[config.mk]
export PLATFORM = sky130hd
export DESIGN_NAME = firc_mac
export DESIGN_NICKNAME = d
export VERILOG_FILES = /design/src/fir_impulse_response_convolver_assert.svh /design/src/firc_pkg.sv /design/src/firc_mac.sv
export SDC_FILE = /design/constraint.sdc
export NUM_CORES = 2
export LEC_CHECK = 0
export BUFFER_PORTS_ARGS = -buffer_cell sky130_fd_sc_hd__buf_2
export CORE_MARGIN = 5
export CORE_UTILIZATION = 45
export DETAILED_ROUTE_END_ITERATION = 8
export GPL_TIMING_DRIVEN = 0
export PLACE_DENSITY = 0.6
export SKIP_LAST_GASP = 1
export SYNTH_ARGS = -nofsm -noshare
export SYNTH_HDL_FRONTEND = slang
export SYNTH_SLANG_ARGS = --single-unit
[constraint.sdc]
create_clock -name clk -period 13.21 [get_ports clk]
set_clock_uncertainty 0.1 [all_clocks]
set_input_delay 1.321 -clock clk [delete_from_list [all_inputs] [get_ports clk]]
set_output_delay 1.321 -clock clk [all_outputs]
set_load 0.01 [all_outputs]
[src/fir_impulse_response_convolver_assert.svh]
// Assertion macros used by the convolver top level.
`ifndef FIR_IMPULSE_RESPONSE_CONVOLVER_ASSERT_SVH
`define FIR_IMPULSE_RESPONSE_CONVOLVER_ASSERT_SVH

// Same-cycle implication, checked at every rising edge outside reset.
`define FIRC_ASSERT_NOW(lbl, ante, cons, msg) \
  lbl: assert property (@(posedge clk) disable iff (!rst_n) (ante) |-> (cons)) \
    else $error(msg);

// Next-cycle implication, checked at every rising edge outside reset.
`define FIRC_ASSERT_NEXT(lbl, ante, cons, msg) \
  lbl: assert property (@(posedge clk) disable iff (!rst_n) (ante) |=> (cons)) \
    else $error(msg);

`endif

[src/firc_pkg.sv]
// Shared types, codes and constants of the FIR convolver.
`default_nettype none
package firc_pkg;

  localparam int unsigned SAMPLE_BITS    = 24;
  localparam int unsigned TAP_INDEX_BITS = 12;
  localparam int unsigned TAP_COUNT_BITS = 13;
  localparam int unsigned MAX_TAPS_DEF   = 4096;
  localparam int unsigned ACC_W          = 64;
  localparam int unsigned PROD_W         = 2 * SAMPLE_BITS;

  localparam logic OP_SAMPLE = 1'b0;
  localparam logic OP_LOAD   = 1'b1;

  localparam logic signed [SAMPLE_BITS-1:0] OUT_MAX = {1'b0, {(SAMPLE_BITS-1){1'b1}}};
  localparam logic signed [SAMPLE_BITS-1:0] OUT_MIN = {1'b1, {(SAMPLE_BITS-1){1'b0}}};
  localparam logic signed [ACC_W-1:0] ROUND_HALF =
    {{(ACC_W-SAMPLE_BITS+1){1'b0}}, 1'b1, {(SAMPLE_BITS-2){1'b0}}};

  typedef enum logic [2:0] {
    ST_CLEAR,
    ST_IDLE,
    ST_RUN,
    ST_DRAIN,
    ST_ROUND
  } firc_state_t;

  typedef struct packed {
    logic                          operation;
    logic [TAP_INDEX_BITS-1:0]     tap_index;
    logic signed [SAMPLE_BITS-1:0] value;
  } firc_in_t;

  typedef struct packed {
    logic signed [SAMPLE_BITS-1:0] filtered_sample;
    logic                          saturated;
  } firc_out_t;

  typedef struct packed {
    logic acc_clr;
    logic rd_vld;
  } firc_mac_ctl_t;

endpackage
`default_nettype wire

[src/firc_mac.sv]
// Multiply-accumulate datapath with rounding and saturation of the sum.
`default_nettype none
module firc_mac (
  input  logic                                   clk,
  input  logic                                   rst_n,
  input  firc_pkg::firc_mac_ctl_t                ctl,
  input  logic signed [firc_pkg::SAMPLE_BITS-1:0] coef,
  input  logic signed [firc_pkg::SAMPLE_BITS-1:0] samp,
  output logic                                   idle,
  output firc_pkg::firc_out_t                    result
);
  import firc_pkg::*;

  logic                    prod_vld_r;
  logic signed [PROD_W-1:0] prod_r;
  logic signed [PROD_W-1:0] prod_nxt;
  logic signed [ACC_W-1:0]  acc_r;
  logic signed [ACC_W-1:0]  acc_nxt;
  logic signed [ACC_W-1:0]  rnd_sum;
  logic signed [ACC_W-1:0]  y_full;
  logic                    sat_hi;
  logic                    sat_lo;

  assign prod_nxt = PROD_W'(coef) * PROD_W'(samp);

  always_comb begin
    if (ctl.acc_clr) begin
      acc_nxt = '0;
    end else if (prod_vld_r) begin
      acc_nxt = acc_r + ACC_W'(prod_r);
    end else begin
      acc_nxt = acc_r;
    end
  end

  always_ff @(posedge clk) begin
    if (!rst_n) begin
      prod_vld_r <= 1'b0;
    end else begin
      prod_vld_r <= ctl.rd_vld;
    end
  end

  always_ff @(posedge clk) begin
    prod_r <= prod_nxt;
    acc_r  <= acc_nxt;
  end

  // Half an output LSB is added, then the arithmetic shift floors, so ties go up.
  assign rnd_sum = acc_r + ROUND_HALF;
  assign y_full  = rnd_sum >>> (SAMPLE_BITS - 1);
  assign sat_hi  = y_full > ACC_W'(OUT_MAX);
  assign sat_lo  = y_full < ACC_W'(OUT_MIN);

  always_comb begin
    if (sat_hi) begin
      result.filtered_sample = OUT_MAX;
    end else if (sat_lo) begin
      result.filtered_sample = OUT_MIN;
    end else begin
      result.filtered_sample = y_full[SAMPLE_BITS-1:0];
    end
    result.saturated = sat_hi | sat_lo;
  end

  assign idle = !prod_vld_r;

endmodule
`default_nettype wire

Yosys cells after proc, flatten, opt, wreduce, memory -nomap -nowiden:

Index checks and enable logic that the tools add are counted.

* logic and storage cells: 12
* output and inout port bits: 26
* register bits after elaboration: 113
* input port bits: 52

* $add $sub $neg: 2
* reduce and logical (&&, ||, !) cells: 1
* $mul: 1
* bitwise operators: 1
* magnitude comparators: 2
* mux-type cells: 2

Operators with widths (count)
* $add A64 B24 Y64 const B: 1
* $add A64 B48 Y64: 1
* $mul A24 B24 Y48: 1
* $mux W24: 2
* $gt A41 B24 Y1 const B: 1
* $lt A41 B24 Y1 const B: 1
* $logic_not A1 Y1: 1
* $or A1 B1 Y1: 1

Depth between registers and ports, before layout:

* word-level depth: 4
* mapped depth: 27
* depth with buffers taken out: 26

Worst setup path after synthesis:

No wires, ideal clock.

* path type: input-to-reg
* from: in coef[23] (netlist name)
* to: reg prod_r[47]
* stages: 23
* arrival: 7.966 ns
* buffers on the path: 1
* library setup time: 0.072 ns
* slack: 5.071 ns
* cell sequence: clkbuf_1 > nand2_1 > inv_1 > fa_1 > fa_1 > inv_1 > fa_1 > inv_1 > fa_1 > fa_1 > fa_1 > fa_1 > ha_1 > a21o_1 > a21o_1 > a21o_1 > a21o_1 > a21o_1 > nor2_1 > nor4b_1 > o31ai_1 > a21oi_1 > xnor2_1

* longest elaborated chain between the ends: 1

Ends and longest elaborated chain
* start: declaration: line firc_mac.sv:7 `input logic signed [firc_pkg::SAMPLE_BITS-1:0] coef,`
* $mul A24 B24 Y48: line firc_mac.sv:24 `assign prod_nxt = PROD_W'(coef) * PROD_W'(samp);`
* named net prod_nxt[47]: line firc_mac.sv:16 `logic signed [PROD_W-1:0] prod_nxt;`
* end signal: assignment: line firc_mac.sv:45 `prod_r <= prod_nxt;`
* end: declaration: line firc_mac.sv:15 `logic signed [PROD_W-1:0] prod_r;`

The timed path passes the listed nets, and every way through them passes these cells.
A chain may end at the register's enable or synchronous reset.

Final worst setup path:

* from: in samp[0] (netlist name)
* to: reg prod_r[47]

* longest elaborated chain between the ends: 1

Ends and longest elaborated chain
* start: declaration: line firc_mac.sv:8 `input logic signed [firc_pkg::SAMPLE_BITS-1:0] samp,`
* $mul A24 B24 Y48: line firc_mac.sv:24
* named net prod_nxt[47]: line firc_mac.sv:16

The timed path passes the listed nets, and every way through them passes these cells.

==> out/qor.csv <==
metric,value,unit
Setup Crit Path Kind,primary input to register,
worst setup margin,4.10,ns
outcome,"complete, no violations",
mapped cell area,0.0291,mm²
hold_sp,acc_r[21]$_SDFFE_PP0P_,
Core Area,0.0642,mm²
Worst-Margin Slew,1.18,ns
worst rel slew slack,21.2,%
Placed Area,0.0306,mm²
num rows,93,
R2R Path End,acc_r[60]$_SDFFE_PP0P_,
drt pass-1 iters,5,
I/O Buffers,76,
synthesized instance count,3288,
final critical-path share of the clock period,69.0,%
crit path time final,9.11,ns
Worst Hold Depth,2,
R2R Setup Slk,8.73,ns
Routed wire per std cell,20.5,µm
GPL Wtd Cong,0.980,
vias in the first global route,23000,
Worst Path Required,13.47,ns
RSZ-0062 raised after global routing,false,
fin nets,4241,
Die ar.,0.0699,mm²
initial DRC count,1653,
Avg Inst Size Synth,8.86,µm²
crit path launch,samp[0],
Synth area leader,fa_1,
"Distinct cells, synth",74,
chip width,264,µm
max frequency,0.110,GHz
CTS max path bufs,2,
Final Max Tran Viols,0,
area of the multi-input gates,0.0239,mm²
Hold Path Sink,acc_r[21]$_SDFFE_PP0P_,
Yosys top cell area share,41.8,%
Initial Util,45.4,%
Fin Setup TNS,0,ns
"commonest non-fill, non-tap cell in the layout",inv_1,
syn_nets,4146,
Worst R2R Start,acc_r[0]$_SDFFE_PP0P_,
crit end category,register,
sequential-to-total area share from yosys stat,7.77,%
synth warn,0,
Global Route Usage Sum,25.1,%
ys flop type,dfxtp_1,
HPWL after detailed placement,73.3,mm
total CTS buffers,17,
area grow syn2layout,6.98,%
CP Launch Type,primary input,
initial antenna violation count,4,
Vias,22600,
Max-cap violations,0,
register area,0.00226,mm²
DRC,0,
# clock sinks,113,
post-CTS sizing,0,
Hold Fails Final Rpt,0,
register clock-pin slew on the reported worst setup and hold paths,0.05,ns
Register-to-Register Path Depth,13,
# Post-CTS Setup Buffers,0,
cts hold-fix bufs,0,
ANT nets after route,0,
CP Data Arrival Time,9.37,ns
Hold Slack,0.370,ns
Die Ht,264,µm
total grt overflow,0,
routed wire length,87.3,mm
Hold Crit Class,register to register,
clk_lat worst skew,0.44,ns
"leading cell types in the layout, fill and taps excluded","inv_1 (638), fa_1 (608), nand2_1 (378)",
post-place setup slack,3.61,ns
number of synthesized flops with an enable pin,0,
Root Buffer,clkbuf_16,
first-pass GRT wire length,137,mm
async set or reset register ratio after synthesis,0,%
# setup viols final,0,
fill count,6231,
top post-synthesis cells by area,"fa_1 (42%), ha_1 (8.5%), inv_1 (8.2%), dfxtp_1 (7.8%), and2_1 (6.0%)",
number of synthesized register bits,113,
vias per std cell,5.31,
I/O pin count,78,
fraction of layout cells with a size suffix above 1,4.65,%
fin area,0.0312,mm²
Crit Path Max Fanout,10,
Ant. Diodes,0,
H-tree level count,4,
CTS tree,done,
largest net degree at the start of global routing,22,
==> critical path, cell delays in order <==
cell	delay [ns]
buf_2	0.18
clkbuf_1	0.62
nand2_1	0.20
inv_1	0.18
fa_1	0.54
fa_1	0.72
inv_1	0.21
fa_1	0.59
inv_1	0.42
fa_1	0.53
fa_1	0.58
fa_1	0.43
fa_1	0.44
ha_1	0.37
a21o_1	0.22
a21o_1	0.17
a21o_1	0.19
a21o_1	0.17
a21o_1	0.19
nor2_1	0.13
nor4b_1	0.45
o31ai_1	0.15
a21oi_1	0.20
xnor2_1	0.13
==> per-stage QoR <==
| stage | std cells | utilization (%) |
|---|---|---|
| floorplan | 3288 | - |
| finish | 4251 | 48.5 |
| detailed placement | 4219 | 47.6 |
| global placement | 4219 | 47.6 |
| CTS | 4251 | 48.5 |
| global route | 4251 | 48.5 |
==> flip-flops by register name (all words and copies together) (netlist names) <==
register	flops
prod_r	48
prod_vld_r	1
acc_r	64
==> kinds of logic (layout without fill, tap and decap cells) <==
group | Yosys count | in the layout | share of synthesized area [%]
simple gates | 998 | 998 | 17.0
fa+ha+maj | 806 | 806 | 50.3
compound gates | 413 | 413 | 9.28
mux | 45 | 45 | 1.56
buf+inv | 786 | 894 | 10.2
xor+xnor | 127 | 127 | 3.82
flops | 113 | 113 | 7.77
==> per-layer routing <==
| metal | GRT usage (%) | up-vias | routed length, µm |
|---|---|---|---|
| met1 | 36.6 | 11100 | 39000 |
| met4 | 7.15 | 4 | 2850 |
| met3 | 5.47 | 149 | 8070 |
| li1 | - | 10400 | - |
| met2 | 37.9 | 903 | 37300 |
| met5 | 0 | - | 26 |
==> worst max path at each step <==
stage / depth (start not counted) / slack [ns] / endpoint
after floorplan: 23 / 5.07 / prod_r[47]$_DFF_P_
after global placement: 24 / 3.57 / prod_r[47]$_DFF_P_
after detailed placement: 24 / 3.61 / prod_r[47]$_DFF_P_
after CTS: 24 / 4.05 / prod_r[47]$_DFF_P_
after global routing: 24 / 3.65 / prod_r[47]$_DFF_P_
final: 24 / 4.10 / prod_r[47]$_DFF_P_
==> cell type report <==
class                   count  share of cell area (%)
inverters                 639                    7.70
repair buffers             76                    1.22
clock inverters            15                   0.510
flip-flops and latches    113                    7.26
well taps                 855                    3.43
clock buffers              17                    1.37
multi-input cells        2389                    76.6
plain buffers             147                    1.88
==> synth_stat cells, types with 5 or more instances <==
| master | instances |
|---|---|
| a21o_1 | 49 |
| nor3_1 | 32 |
| or3_1 | 8 |
| xor2_1 | 48 |
| nand3_1 | 37 |
| and2_1 | 278 |
| nor4_1 | 8 |
| a211oi_1 | 13 |
| inv_1 | 638 |
| o21a_1 | 9 |
| o22ai_1 | 6 |
| a41oi_1 | 5 |
| and4_1 | 10 |
| a21oi_1 | 125 |
| ha_1 | 198 |
| a31o_2 | 5 |
| o311ai_0 | 5 |
| a31oi_1 | 24 |
| or4_1 | 5 |
| fa_1 | 608 |
| o21ai_0 | 72 |
| and3_1 | 16 |
| xnor2_1 | 79 |
| mux2i_1 | 42 |
| clkbuf_1 | 137 |
| nor2_1 | 128 |
| nand4_1 | 36 |
| nand2_1 | 378 |
| o21bai_1 | 20 |
| o21ai_2 | 21 |
| a311o_1 | 5 |
| dfxtp_1 | 113 |
| nand2b_1 | 25 |
| o31ai_1 | 5 |
| nor2b_1 | 16 |
| a21boi_0 | 5 |
Power is not shown: default switching activity piles up to over one toggle a cycle in this logic, so the estimate is an artifact.
